<file path="config.mk">
export PLATFORM = sky130hd
export DESIGN_NAME = bml_queue
export DESIGN_NICKNAME = d
export VERILOG_FILES = /design/src/sv/bml_pkg.sv /design/src/sv/bml_queue.sv
export SDC_FILE = /design/constraint.sdc
export NUM_CORES = 1
export LEC_CHECK = 0
export ABC_AREA = 1
export BUFFER_PORTS_ARGS = -buffer_cell sky130_fd_sc_hd__buf_2
export CAP_MARGIN = 15
export CORE_MARGIN = 2
export CORE_UTILIZATION = 50
export CTS_CLUSTER_DIAMETER = 50
export DETAILED_ROUTE_END_ITERATION = 8
export PLACE_DENSITY = 0.81
export SLEW_MARGIN = 25
export SYNTH_ARGS = -nofsm -noshare
export SYNTH_HDL_FRONTEND = slang
export SYNTH_SLANG_ARGS = --single-unit
</file>
<file path="constraint.sdc">
create_clock -name clk -period 5.8 [get_ports clk]
set_clock_uncertainty 0.1 [all_clocks]
set_input_delay 0.58 -clock clk [delete_from_list [all_inputs] [get_ports clk]]
set_output_delay 0.58 -clock clk [all_outputs]
set_load 0.01 [all_outputs]
</file>
<file path="src/sv/bml_pkg.sv">
// Shared types and constants for the bilinear map lookup core.
package bml_pkg;

  typedef enum logic [1:0] {
    OP_LOOKUP  = 2'd0,
    OP_WR_X    = 2'd1,
    OP_WR_Y    = 2'd2,
    OP_WR_CELL = 2'd3
  } op_t;

  localparam logic REG_X_COUNT = 1'b0;
  localparam logic REG_Y_COUNT = 1'b1;

  localparam int CNT_W   = 5;
  localparam int RES_W   = 24;
  localparam int CHUNK_W = 12;
  localparam int Q_BITS  = 24;

  typedef struct packed {
    op_t                op;
    logic [7:0]         index;
    logic signed [15:0] wval;
    logic signed [23:0] x;
    logic signed [23:0] y;
  } item_t;

endpackage

</file>
<file path="src/sv/bml_queue.sv">
// Two-entry command queue between the front end and the lookup engine.
module bml_queue (
  input  logic           clk,
  input  logic           rst,
  input  logic           push,
  input  bml_pkg::item_t item,
  input  logic           pop,
  output bml_pkg::item_t head,
  output logic           empty,
  output logic           full
);

  bml_pkg::item_t slots [2];
  logic           wptr;
  logic           rptr;
  logic [1:0]     count;

  assign empty = count == 2'd0;
  assign full  = count == 2'd2;
  assign head  = slots[rptr];

  always_ff @(posedge clk) begin
    if (push) begin
      slots[wptr] <= item;
    end
  end

  always_ff @(posedge clk) begin
    if (rst) begin
      wptr  <= 1'b0;
      rptr  <= 1'b0;
      count <= 2'd0;
    end else begin
      if (push) wptr <= ~wptr;
      if (pop) rptr <= ~rptr;
      if (push && !pop) count <= count + 2'd1;
      else if (pop && !push) count <= count - 2'd1;
    end
  end

endmodule

</file>
==> results.py <==
metrics = {
    "sta": {
        "fin_setup_tns_ns": 0,
        "final_hold_viol_count": 0,
        "rsz0062_at_grt": "false",
        "maxSlewViolCount": 0,
        "finalCriticalPeriod_ns": 3.05,
        "setup_viol": 0,
        "whs_ns": 0.262,
        "setup_slack_ns": 2.75,
        "timing.final.crit_share": 0.527,
        "relSlewSlack": 0.453,
        "tightest_slew_ns": 0.820,
        "max_freq_ghz": 0.327,
    },
    "place": {
        "io_buffer_count": 153,
        "preCtsSetupSlack_ns": 3.06,
        "hpwl_microns": 6350,
        "gp_congestion": 0.677,
        "place_area_sq_um": 6710,
        "placed_cells": 554,
    },
    "detailed_routing": {
        "wire_per_inst_microns": 16.3,
        "first_iter_violations": 93,
        "dr.pass1.iters": 4,
        "routed_wl_microns": 9580,
        "drt-vias-per-instance": 4.95,
        "ant_nets": 0,
        "vias": 2908,
        "drc": 0,
    },
    "setup_path": {
        "critical_path.cell_chain": "buf_4 -> mux2_4 -> buf_2",
        "critPathCaptureType": "primary output",
        "slowest_delay_ns": 0.73,
        "critPathKind": "flop to primary output",
        "worstPathArrival_ns": 2.37,
        "regToRegSetupSlack_ns": 3.78,
        "crit_required_ns": 5.12,
        "slowest_stage": "buf_4",
        "regToRegStartpoint": "wptr",
        "worst_setup_path_start_kind": "flop",
        "timing.rr.end": "slots[0][64]",
        "r2r_cells": 3,
        "worstPathMaxFanout": 42,
    },
    "power": {
        "p_total_mw": 2.72,
        "p_leak_nw": 2.95,
        "p_per_area_nw_per_um2": 369,
        "peakVddDrop_mv": 0.209,
    },
    "logic_synthesis": {
        "synth_top_family_by_area": "multiplexers",
        "syn_area_sq_um": 5810,
        "ys_warn_count": 0,
        "ys_ff_latch": 153,
        "syn_nets": 342,
        "muxShareOfSynthArea": 0.182,
        "ys_seq_area_frac": 0.782,
        "synth_compound_area_frac": 0.00172,
        "yosysTopAreaCellShare": 0.765,
        "yosysTopAreaCell": "edfxtp_1",
        "synth-xor-area-share": 0.00151,
        "synthSimpleGateAreaFrac": 0.0105,
        "synthTopCellsByArea": "edfxtp_1, mux2_4, mux2_2",
        "synth.distinct_cells": 16,
        "synthAdderAreaFrac": 0.00215,
        "syn_inst": 263,
        "syn_area_per_cell_sq_um": 22.1,
    },
    "final_layout": {
        "regArea_sq_um": 4550,
        "area_delta_synth_final_pct": 26.7,
        "design_area_sq_um": 7370,
        "multi_input_area_sq_um": 1160,
        "num-fill-cells": 797,
        "nNetsFinal": 510,
        "fin_cells": 588,
        "layout-drive-gt1-share": 0.590,
        "utilization": 0.648,
    },
    "clock_tree": {
        "clockBufferDepth": 2,
        "clk_latency_ns": 0.40,
        "cts_tree": "built",
        "cts_made_buffers": 17,
        "cts-root-buf": "clkbuf_16",
        "postCtsHoldBufs": 0,
        "cts_resized": 0,
        "htreeDepth": 4,
        "postCtsSetupBuffers": 0,
        "cts_num_sinks": 153,
        "clk_pin_slew_worst_paths_ns": 0.06,
    },
    "worst_hold_path": {
        "hold_class": "input port to flop",
        "hp-start": "item[7]",
        "hold_depth": 1,
        "whs_endpoint": "slots[1][7]",
    },
    "grt": {
        "first_global_vias": 3133,
        "grt.overflow.total": 0,
        "grt_start_max_net_pins": 61,
        "antenna_found_initial": 1,
        "grt_pass1_wl_microns": 14900,
        "track_usage": 0.157,
    },
    "die": {
        "start_util": 0.511,
        "die-area_sq_um": 12500,
        "core_sq_um": 11400,
        "die_y_microns": 112,
        "top_level_ports": 154,
        "die_w_microns": 112,
        "rows": 39,
    },
    "outcome": {
        "status": "finished clean",
    },
    "flow_run": {
        "timing.max_cap.violations": 0,
    },
}
-- kinds of logic (layout without fill, tap and decap cells) --
kind of cell | count (synthesis) | in the layout
flops | 153 | 153
mux | 74 | 74
buf+inv | 17 | 198
simple gates | 15 | 15
compound gates | 2 | 2
fa+ha+maj | 1 | 1
xor+xnor | 1 | 1
other cells | 0 | 1
-- synthesized netlist by cell type --
master and n:
ha_1 1, nand2_1 5, a21oi_1 1, xnor2_1 1, mux2_2 14, buf_6 7
nor2_1 7, nand3_1 1, buf_2 1, edfxtp_1 148, nand4_1 1, o21ai_0 1
mux2_4 60, nor3_1 1, dfxtp_1 5, inv_1 9
-- sequential cells by signal (all words and copies together), names as in the netlist, named ones only --
name   cells
count      2
wptr       1
rptr       1
slots    148
-- critical path, delay by kind of cell, from the launching register on --
kind / cells / cell delay [ns]
flops: 1 / 0.71
buf+inv: 2 / 0.87
mux: 1 / 0.36
-- report_power, final --
group	switching (mW)	internal, mW
registers	0.0266	1.28
clock network	0.387	0.754
logic	0.126	0.143
-- worst max-delay path by stage --
stage | end | from
3_5_place_dp | slots[0][53] | push
3_3_place_gp | slots[0][63] | push
5_1_grt | head[31] | flop
2_1_floorplan | slots[0][0] | push
6_report | head[30] | flop
4_1_cts | head[45] | flop
-- layout by cell type (no fill, tap or decap), types with 4 or more instances in the layout --
cell,Yosys,routed
buf_2,1,153
edfxtp_1,148,148
mux2_4,60,60
clkbuf_16,0,17
mux2_2,14,14
inv_1,9,8
nor2_1,7,6
nand2_1,5,5
bufinv_16,0,4
clkbuf_1,0,4
dfxtp_1,5,4
-- final cells by class --
class | count | share of cell area
timing repair buffer | 157 | 0.111
antenna | 1 | 0.000340
clock buffer | 24 | 0.0654
sequential | 153 | 0.617
clock inverter | 8 | 0.0197
multi-input combinational | 93 | 0.157
tap | 143 | 0.0243
inverter | 9 | 0.00476
-- layer usage --
metal	track usage	wire length [microns]	up-vias
li1	-	-	1362
met5	0	0	-
met4	0.0840	160	0
met2	0.282	5030	99
met3	0.0441	557	14
met1	0.168	3830	1433
Power figures use the tool's default switching activity.
